File: src/rtl/pxc_pkg.sv
// Shared types and constants of the pixel compositor.
package pxc_pkg;

  localparam int PIX_W  = 32;
  localparam int CH_W   = 8;
  localparam int ADDR_W = 4;

  localparam logic [PIX_W-1:0] RB_MASK  = 32'h00FF_00FF;
  localparam logic [PIX_W-1:0] G_MASK   = 32'h0000_FF00;
  localparam logic [PIX_W-1:0] ALPHA_FF = 32'hFF00_0000;
  localparam logic [PIX_W-1:0] WHITE    = 32'hFFFF_FFFF;
  localparam logic [CH_W-1:0]  CH_MAX   = 8'hFF;
  localparam logic [CH_W-1:0]  CH_ZERO  = 8'h00;

  // Register indexes, taken from paddr[3:2].
  localparam logic [1:0] REG_SOURCE_KIND = 2'd0;
  localparam logic [1:0] REG_TINT_ENABLE = 2'd1;
  localparam logic [1:0] REG_TINT_COLOR  = 2'd2;

  // Source kinds.
  localparam logic [1:0] KIND_OPAQUE = 2'd0;
  localparam logic [1:0] KIND_ONEBIT = 2'd1;
  localparam logic [1:0] KIND_BLEND  = 2'd2;
  localparam logic [1:0] KIND_FONT   = 2'd3;

  typedef enum logic [1:0] {
    PATH_COPY = 2'd0,
    PATH_MIX  = 2'd1,
    PATH_MUL  = 2'd2
  } path_t;

  typedef struct packed {
    logic [PIX_W-1:0] src_pixel;
    logic [PIX_W-1:0] dst_pixel;
  } in_word_t;

  typedef struct packed {
    logic             write_enable;
    logic [PIX_W-1:0] out_pixel;
  } out_word_t;

endpackage

File: src/rtl/pixel_compositor.sv
// Pixel compositor: four-stage ARGB8888 blend pipeline with an APB register port.
//
// Usage: each input word carries one source pixel and the destination pixel
// it lands on; each output word carries a write enable and the new pixel
// (the unchanged destination when the write enable is low). Both channels
// use valid/ready. The registers source_kind, tint_enable and tint_color sit
// at byte addresses 0, 4 and 8 of the APB port; the user must write them only
// while the pipeline is empty, as the block itself does not enforce it.
//
// A word accepted at the input passes the stage 1, 2 and 3 registers and the output
// register before it appears on out_valid. Throughput is one word per cycle while
// out_ready is high; the limit is the chain of multipliers in stages 1 to 3 (channel
// products, then the 32x8 mix products, then the signed tint blend products), each registered.
//
// Reset clears every stage's valid bit and loads the register defaults
// (opaque copy, no tint, tint color all ones). When the receiver holds
// out_ready low, words pile up in the stages behind the output register and
// in_ready drops only once every stage is full; nothing is lost or repeated.
module pixel_compositor
  import pxc_pkg::*;
(
  input  logic                  clk,
  input  logic                  rst_n,
  input  logic                  in_valid,
  output logic                  in_ready,
  input  in_word_t              in_data,
  output logic                  out_valid,
  input  logic                  out_ready,
  output out_word_t             out_data,
  input  logic                  psel,
  input  logic                  penable,
  input  logic                  pwrite,
  input  logic [ADDR_W-1:0]     paddr,
  input  logic [PIX_W-1:0]      pwdata,
  output logic [PIX_W-1:0]      prdata,
  output logic                  pready
);

  // ---------------- configuration registers ----------------
  logic [1:0]       source_kind_r;
  logic             tint_enable_r;
  logic [PIX_W-1:0] tint_color_r;
  logic             cfg_wr;

  assign pready = 1'b1;
  assign cfg_wr = psel & penable & pwrite;

  always_ff @(posedge clk) begin
    if (!rst_n) begin
      source_kind_r <= KIND_OPAQUE;
      tint_enable_r <= 1'b0;
      tint_color_r  <= WHITE;
    end else if (cfg_wr) begin
      case (paddr[3:2])
        REG_SOURCE_KIND: source_kind_r <= pwdata[1:0];
        REG_TINT_ENABLE: tint_enable_r <= pwdata[0];
        REG_TINT_COLOR:  tint_color_r  <= pwdata;
        default: ;
      endcase
    end
  end

  always_comb begin
    case (paddr[3:2])
      REG_SOURCE_KIND: prdata = {30'd0, source_kind_r};
      REG_TINT_ENABLE: prdata = {31'd0, tint_enable_r};
      REG_TINT_COLOR:  prdata = tint_color_r;
      default:         prdata = '0;
    endcase
  end

  // ---------------- stage handshake ----------------
  logic s1_valid_r, s2_valid_r, s3_valid_r, out_valid_r;
  logic s1_en, s2_en, s3_en, out_en;

  assign out_en   = !out_valid_r || out_ready;
  assign s3_en    = !s3_valid_r || out_en;
  assign s2_en    = !s2_valid_r || s3_en;
  assign s1_en    = !s1_valid_r || s2_en;
  assign in_ready = s1_en;

  always_ff @(posedge clk) begin
    if (!rst_n) begin
      s1_valid_r  <= 1'b0;
      s2_valid_r  <= 1'b0;
      s3_valid_r  <= 1'b0;
      out_valid_r <= 1'b0;
    end else begin
      if (s1_en)  s1_valid_r  <= in_valid;
      if (s2_en)  s2_valid_r  <= s1_valid_r;
      if (s3_en)  s3_valid_r  <= s2_valid_r;
      if (out_en) out_valid_r <= s3_valid_r;
    end
  end

  // ---------------- stage 1: decode and channel products ----------------
  logic [PIX_W-1:0] src, dst;
  logic [CH_W-1:0]  sa, ta, inv_sa;
  path_t            path_nxt;
  logic             we_nxt;
  logic [PIX_W-1:0] px_nxt, col, rbdiff_nxt, gdiff_nxt;
  logic [2*CH_W-1:0] sat_prod;
  logic [2:0][2*CH_W-1:0] ch_prod;

  assign src    = in_data.src_pixel;
  assign dst    = in_data.dst_pixel;
  assign sa     = src[31:24];
  assign ta     = tint_color_r[31:24];
  assign inv_sa = CH_MAX - sa;
  assign col    = tint_enable_r ? tint_color_r : src;

  always_comb begin
    path_nxt = PATH_COPY;
    we_nxt   = 1'b1;
    px_nxt   = dst;
    if (tint_enable_r) begin
      if (sa == CH_ZERO) begin
        we_nxt = 1'b0;
      end else if (source_kind_r == KIND_FONT && ta == CH_MAX) begin
        // Black text onto a white destination is produced directly.
        if (tint_color_r == ALPHA_FF && dst == WHITE) begin
          px_nxt = {CH_MAX, inv_sa, inv_sa, inv_sa};
        end else begin
          path_nxt = PATH_MIX;
        end
      end else begin
        path_nxt = PATH_MUL;
      end
    end else if (source_kind_r == KIND_OPAQUE) begin
      px_nxt = src;
    end else if (source_kind_r == KIND_ONEBIT) begin
      if (sa == CH_ZERO) we_nxt = 1'b0;
      else px_nxt = src;
    end else begin
      if (sa == CH_MAX) px_nxt = src;
      else if (sa == CH_ZERO) we_nxt = 1'b0;
      else path_nxt = PATH_MIX;
    end
  end

  assign rbdiff_nxt = (col & RB_MASK) - (dst & RB_MASK);
  assign gdiff_nxt  = (col & G_MASK) - (dst & G_MASK);
  assign sat_prod   = {8'd0, sa} * {8'd0, ta};

  always_comb begin
    for (int i = 0; i < 3; i++) begin
      ch_prod[i] = {8'd0, src[i*CH_W +: CH_W]} * {8'd0, tint_color_r[i*CH_W +: CH_W]};
    end
  end

  path_t            s1_path_r;
  logic             s1_we_r;
  logic [PIX_W-1:0] s1_px_r, s1_dst_r, s1_rbdiff_r, s1_gdiff_r;
  logic [CH_W-1:0]  s1_ma_r, s1_sa_r;
  logic [2:0][CH_W-1:0] s1_p_r;

  always_ff @(posedge clk) begin
    if (s1_en) begin
      s1_path_r   <= path_nxt;
      s1_we_r     <= we_nxt;
      s1_px_r     <= px_nxt;
      s1_dst_r    <= dst;
      s1_rbdiff_r <= rbdiff_nxt;
      s1_gdiff_r  <= gdiff_nxt;
      s1_ma_r     <= sa;
      s1_sa_r     <= sat_prod[15:8];
      for (int i = 0; i < 3; i++) s1_p_r[i] <= ch_prod[i][15:8];
    end
  end

  // ---------------- stage 2: mix products and tint differences ----------------
  logic [PIX_W-1:0] rbprod_nxt, gprod_nxt;
  logic [CH_W:0]    a_nxt;
  logic [2:0][CH_W:0] diff_nxt;
  logic [2:0][CH_W-1:0] c_val;

  assign rbprod_nxt = s1_rbdiff_r * {24'd0, s1_ma_r};
  assign gprod_nxt  = s1_gdiff_r * {24'd0, s1_ma_r};
  // Alpha gets +2 when the product is 128 or more, reaching 256 at most.
  assign a_nxt = {1'b0, s1_sa_r} + {7'd0, s1_sa_r[7], 1'b0};

  always_comb begin
    for (int i = 0; i < 3; i++) begin
      c_val[i]    = s1_p_r[i] + {7'd0, s1_p_r[i][7]};
      diff_nxt[i] = {1'b0, c_val[i]} - {1'b0, s1_dst_r[i*CH_W +: CH_W]};
    end
  end

  path_t            s2_path_r;
  logic             s2_we_r;
  logic [PIX_W-1:0] s2_px_r, s2_dst_r, s2_rbprod_r, s2_gprod_r;
  logic [CH_W:0]    s2_a_r;
  logic [2:0][CH_W:0] s2_diff_r;

  always_ff @(posedge clk) begin
    if (s2_en) begin
      s2_path_r   <= s1_path_r;
      s2_we_r     <= s1_we_r;
      s2_px_r     <= s1_px_r;
      s2_dst_r    <= s1_dst_r;
      s2_rbprod_r <= rbprod_nxt;
      s2_gprod_r  <= gprod_nxt;
      s2_a_r      <= a_nxt;
      s2_diff_r   <= diff_nxt;
    end
  end

  // ---------------- stage 3: mix sum and signed tint products ----------------
  logic [PIX_W-1:0] rb_sum, g_sum, mixpx_nxt;
  logic signed [2:0][18:0] mprod_nxt;

  assign rb_sum    = (s2_dst_r & RB_MASK) + (s2_rbprod_r >> 8);
  assign g_sum     = (s2_dst_r & G_MASK) + (s2_gprod_r >> 8);
  assign mixpx_nxt = (rb_sum & RB_MASK) | (g_sum & G_MASK) | ALPHA_FF;

  always_comb begin
    for (int i = 0; i < 3; i++) begin
      mprod_nxt[i] = $signed({{10{s2_diff_r[i][CH_W]}}, s2_diff_r[i]})
                   * $signed({10'd0, s2_a_r});
    end
  end

  path_t            s3_path_r;
  logic             s3_we_r;
  logic [PIX_W-1:0] s3_px_r, s3_dst_r, s3_mixpx_r;
  logic [2:0][18:0] s3_mprod_r;

  always_ff @(posedge clk) begin
    if (s3_en) begin
      s3_path_r  <= s2_path_r;
      s3_we_r    <= s2_we_r;
      s3_px_r    <= s2_px_r;
      s3_dst_r   <= s2_dst_r;
      s3_mixpx_r <= mixpx_nxt;
      s3_mprod_r <= mprod_nxt;
    end
  end

  // ---------------- stage 4: channel sums and output select ----------------
  // Bits 15:8 of the signed product are the floor of product/256, modulo 256.
  logic [2:0][CH_W-1:0] ch_out;
  out_word_t            out_data_nxt;

  always_comb begin
    for (int i = 0; i < 3; i++) begin
      ch_out[i] = s3_dst_r[i*CH_W +: CH_W] + s3_mprod_r[i][15:8];
    end
  end

  always_comb begin
    out_data_nxt.write_enable = s3_we_r;
    case (s3_path_r)
      PATH_COPY: out_data_nxt.out_pixel = s3_px_r;
      PATH_MIX:  out_data_nxt.out_pixel = s3_mixpx_r;
      PATH_MUL:  out_data_nxt.out_pixel = {CH_MAX, ch_out[2], ch_out[1], ch_out[0]};
      default:   out_data_nxt.out_pixel = s3_px_r;
    endcase
  end

  out_word_t out_data_r;

  always_ff @(posedge clk) begin
    if (out_en) out_data_r <= out_data_nxt;
  end

  assign out_valid = out_valid_r;
  assign out_data  = out_data_r;

endmodule

File: config.mk
export PLATFORM = sky130hd
export DESIGN_NAME = pixel_compositor
export DESIGN_NICKNAME = d
export VERILOG_FILES = /design/src/rtl/pxc_pkg.sv /design/src/rtl/pixel_compositor.sv
export SDC_FILE = /design/constraint.sdc
export NUM_CORES = 2
export LEC_CHECK = 0
export BUFFER_PORTS_ARGS = -buffer_cell sky130_fd_sc_hd__buf_2
export CAP_MARGIN = 20
export CORE_MARGIN = 2
export CORE_UTILIZATION = 60
export CTS_CLUSTER_DIAMETER = 30
export DETAILED_ROUTE_END_ITERATION = 6
export PLACE_DENSITY = 0.86
export RECOVER_POWER = 50
export SETUP_SLACK_MARGIN = 0.5
export SLEW_MARGIN = 0
export SYNTH_ARGS = -nofsm -noshare
export SYNTH_HDL_FRONTEND = slang
export SYNTH_SLANG_ARGS = --single-unit
File: constraint.sdc
create_clock -name clk -period 6.6 [get_ports clk]
set_clock_uncertainty 0.2 [all_clocks]
set_input_delay 0.66 -clock clk [delete_from_list [all_inputs] [get_ports clk]]
set_output_delay 0.66 -clock clk [all_outputs]
set_load 0.005 [all_outputs]
== After elaboration in Yosys (flattened, before gate mapping) ==
Index checks and enable logic that the tools add are counted.
Storage, ports and cells
  logic and storage cells: 115
  register bits: 517
  input bits: 107
  output and inout bits: 68
Operators by class
  reduce and logical (&&, ||, !) cells: 16
  $mul: 9
  $add $sub $neg: 15
  multiplexer cells: 24
  eq/ne operators: 10
  bitwise operators: 3
Operators with widths (count)
  32-bit two-way mux: 8
  32-bit one-hot mux with 3 select lines: 1
  32-bit equality test (second input constant): 2
  8-bit by 8-bit multiplier with 16-bit output: 4
  32-bit one-hot mux with 2 select lines: 1
  9-bit by 10-bit multiplier with 16-bit output: 3
  32-bit by 8-bit multiplier with 24-bit output: 1
  32-bit by 8-bit multiplier with 32-bit output: 1
  8-bit by 8-bit subtractor with 9-bit output: 3
  24-bit by 24-bit subtractor with 25-bit output: 1
  24-bit adder: 1
  8-bit by 1-bit adder with 8-bit output: 3
  8-bit adder: 3
  24-bit two-way mux: 1
  24-bit by 16-bit OR with 24-bit output: 1
  16-bit by 16-bit subtractor with 17-bit output: 1
  16-bit adder: 1
  8-bit equality test (second input constant): 2
  1-bit two-way mux: 10
  8-bit by 2-bit adder with 9-bit output: 1
  8-bit logical NOT: 1
  8-bit subtractor (first input constant): 1
  2-bit by 1-bit equality test with 1-bit output (second input constant): 3
  2-bit equality test (second input constant): 3
  other kinds (7): 20

== Depth between registers and ports, before layout ==
  depth after elaboration: 6
  mapped depth: 20
  gate-level depth less buffers: 19

== Worst setup path after synthesis ==
OpenSTA, ideal clock, no wires.
  path kind: in2reg
  start: input port in_data[45] in the netlist's numbering
  end: register s1_p_r[15] in the netlist's numbering, data pin
  buffers on the path: 1
  arrival time: 4.792 ns
  cell stages on the path: 18
  path slack: 1.348 ns
  setup time: 0.260 ns
  required time: 6.140 ns
  cell sequence: clkbuf_1 -> nand2_1 -> fa_1 -> fa_1 -> inv_1 -> fa_1 -> inv_1 -> fa_1 -> inv_1 -> ha_1 -> a2111oi_0 -> o21ai_1 -> a31oi_1 -> o21ba_2 -> o21ai_1 -> or3_1 -> a21oi_1 -> xnor2_1
RTL lines
  start, declared: line pixel_compositor.sv:26  | input in_word_t in_data,
  end, declared: line pixel_compositor.sv:155  | logic [2:0][CH_W-1:0] s1_p_r;

== Worst setup path in the final report ==
  start: register s1_ma_r[2]
  end: register s2_rbprod_r[30], data pin
Between the ends
  word-level cells in the longest chain between the ends: 1
Ends and longest elaborated chain
  start, declared: line pixel_compositor.sv:154  | logic [CH_W-1:0] s1_ma_r, s1_sa_r;
  start signal, assigned: line pixel_compositor.sv:165  | s1_ma_r <= sa;
  32-bit by 8-bit multiplier with 32-bit output: line pixel_compositor.sv:177  | assign rbprod_nxt = s1_rbdiff_r * {24'd0, s1_ma_r};
  via rbprod_nxt[30]: line pixel_compositor.sv:172  | logic [PIX_W-1:0] rbprod_nxt, gprod_nxt;
  end signal, assigned: line pixel_compositor.sv:201  | s2_rbprod_r <= rbprod_nxt;
  end, declared: line pixel_compositor.sv:191  | logic [PIX_W-1:0] s2_px_r, s2_dst_r, s2_rbprod_r, s2_gprod_r;
The timed path passes the listed nets, and every way through them passes these cells.
A chain may end at the register's enable or synchronous reset.

==> key figures <==
Outcome
  – Status: complete, but fails checks
  – Failing checks: max-capacitance violations, max-slew violations

Yosys
  – Post-synth EDFFs: roughly 400
  – Synth Warn #: 0
  – Synth top area share: between 20% and 30%
  – Commonest cells post-synth: 729 x inv_1, 506 x fa_1, 476 x nand2_1, 411 x and2_1, 399 x edfxtp_1
  – Seq cells post-synth: 438
  – Syn avg cell area: slightly above 10 um^2
  – Syn nets: 5075
  – Post-synth top flop: edfxtp_1
  – Post-synthesis sequential area ratio: a little over 30%
  – Distinct cell type count after synthesis: 79
  – Synth area leader: edfxtp_1
  – Synth Instances: about 4100
  – Mapped Area: between 40000 and 50000 um^2
  – Top-count cell post-synth: inv_1
  – Post-synth ARST share: 0%
  – Main area contributors after synthesis: edfxtp_1 28%, fa_1 24%, ha_1 12%

GRT
  – Tot GR Track Use: a little under a third
  – Total gr overflow: 0
  – Vias in the first global route: ~32000
  – Largest net degree at the start of global routing: 80
  – Initial antenna violation count: 8
  – First-pass GRT wire length: 173000 um

Drt
  – Final Routed Wirelength: 108000 um
  – WL/cell: 20.6 um
  – Drt drc: 0
  – Met2 wire length: 50800 um
  – Met3 wire length: 11200 um
  – Via Count: between 30000 and 40000
  – Via/cell ratio: 5.85
  – Initial DRC Count: between 3000 and 4000
  – First drt pass iteration count: 6
  – Antenna-violating nets left: 0
  – Metal-1 WL: ~40000 um
  – DR top layer: met5

Die
  – Die area: roughly 72000 um^2
  – IO Count: approximately 180
  – Chip width: 269 um
  – Initial core utilization: 60.4%
  – Die Ht: 269 um
  – Row count: 97
  – Core region area: between 60000 and 70000 um^2

Clock network
  – # H-tree levels: 3
  – Clock Tree Root: clkbuf_16
  – Clock sink count: ~440
  – Num CTS Buffers: just over 90
  – Worst-path clk slew: 0.05 ns
  – Skew-Pair Late Insertion Delay: approximately 0.65 ns
  – Clock Path Buffers: 3
  – TritonCTS clock tree: yes

Critical path
  – Worst path required time: 6.79 ns
  – Reg2reg path depth: 17
  – R2r startpoint: s1_ma_r[2]
  – Critical R2R Capture: s2_rbprod_r[30]
  – R2R Setup Slk: between 0.7 and 0.8 ns
  – CP max-delay cell: fa_1
  – Critical Path Start Type: flip-flop
  – Critical path cell sequence: buf_4, and2_1, fa_1, fa_1, fa_1, inv_1, fa_1, inv_1, ha_1, o21ai_0, o21bai_1, a21oi_1, o211ai_1, a311oi_2, o21bai_1, a211oi_1, a21oi_1
  – CP peak stage delay: approximately 0.51 ns
  – Buffer and inverter count on the worst path: 3
  – WS Path Type: reg -> reg
  – Arr. time, crit path: between 6 and 7 ns
  – Critical-path maximum fanout: 26
  – CP most frequent cell: fa_1
  – Critical path endpoint category: flip-flop
  – CP delay by family, top: adder cells

Placed design
  – Routability Congestion: 0.952
  – IO Port Bufs: between 150 and 200
  – Detailed placement HPWL: 78600 um

Timing
  – Setup violations, final: 0
  – Headroom to the max-slew limit: -169%
  – Final period util: between 80% and 90%
  – Fmax: 0.171 GHz
  – Final Hold Viols: 0
  – Slew @ Worst Pin: 4.04 ns
  – RSZ-0062 raised after global routing: no
  – TNS Setup: 0 ns
  – Tmin final: approximately 6 ns
  – Slew Viols, Final: 246

Finish
  – P&R area growth vs syn: 11.3%
  – Share of layout cells above drive strength 1: slightly below 8%
  – Fin util: 67.2%
  – Fillers: between 4000 and 5000
  – Fin nets: 5224

Worst hold path
  – Hold path depth: 3
  – HP Class: in -> reg
  – HP Start: pwdata[22]
  – Hold endpoint: tint_color_r[22]

Flow run
  – Max-cap violations: 5
==> registers in the layout, summed over array words and instances (netlist names), 27 cells and up <==
signal,count
s1_px_r,32
s3_px_r,32
s2_diff_r,27
out_data,33
tint_color_r,32
s2_px_r,32
==> area by class of cell <==
| cell class | instances | area, um^2 | share of cell area [%] |
|---|---|---|---|
| Antenna cell | 8 | 20.0 | 0.0427 |
| Clock buffer | 110 | 2470 | 5.28 |
| Clock inverter | 58 | 659 | 1.41 |
| Inverter | 730 | 2740 | 5.84 |
| Multi-Input combinational cell | 2746 | 26000 | 55.5 |
| Sequential cell | 438 | 12800 | 27.2 |
| Tap cell | 940 | 1180 | 2.51 |
| Timing Repair Buffer | 207 | 1040 | 2.21 |
==> per-layer routing <==
layer / GRT usage, % / vias to the layer above
met2: 51.1 / 1738
met1: 38.6 / 15100
met3: 7.15 / 439
met4: 16.4 / 2
li1: - / 13400
met5: 0 / -
==> cell usage in the layout (no fill, tap or decap), drive strengths merged, types with 57 or more instances in the layout <==
cell      n
inv     741
xor2     57
edfxtp  399
nor2    109
nand3    70
o21ai    59
fa      506
xnor2   144
ha      396
buf     140
clkbuf  177
nand2   476
and2    411
a21oi   108
==> through the flow <==
stage	cells	setup slack (ns)	area, um^2	hold slack, ns
6_report	5237	0.760	46900	0.0248
5_1_grt	5236	0.524	46900	0.0181
4_1_cts	5224	0.701	47000	0.00350
3_5_place_dp	5056	0.860	43800	0.205
3_3_place_gp	5055	0.915	43800	0.201
2_1_floorplan	4066	1.35	42100	0.200
==> tightest hold or removal path, delay by kind of cell <==
| family | cells | cell delay, ns |
|---|---|---|
| simple gates | 2 | 0.10 |
| buf+inv | 1 | 0.07 |
==> logic make-up after synthesis <==
family          count (synthesis)  share of synthesized area, %
simple gates                 1244                          14.9
fa+ha+maj                     902                          35.8
buf+inv                       882                          7.93
flops                         438                          30.3
compound gates                368                          6.08
xor+xnor                      201                          4.18
mux                            30                         0.769
other cells                     1                       0.00890
==> what timing repair did <==
| item | in CTS | in global routing |
|---|---|---|
| hold buffers | 0 | 0 |
| resized for setup | 0 | 1 |
| setup buffers | 0 | 4 |
| endpoints found under the setup margin | 0 | 4 |
==> worst max-delay path by stage <==
stage	depth (start not counted)	startpoint	slack, ns	end
3_5_place_dp	16	s1_ma_r[5]	0.86	s2_rbprod_r[30]
2_1_floorplan	18	in_data[45]	1.35	s1_p_r[15]
5_1_grt	16	s1_ma_r[6]	0.52	s2_rbprod_r[30]
3_3_place_gp	16	s1_ma_r[5]	0.92	s2_rbprod_r[30]
6_report	17	s1_ma_r[2]	0.76	s2_rbprod_r[30]
4_1_cts	17	s1_ma_r[4]	0.70	s2_rbprod_r[24]
Power is not shown: default switching activity piles up to over one toggle a cycle in this logic, so the estimate is an artifact.
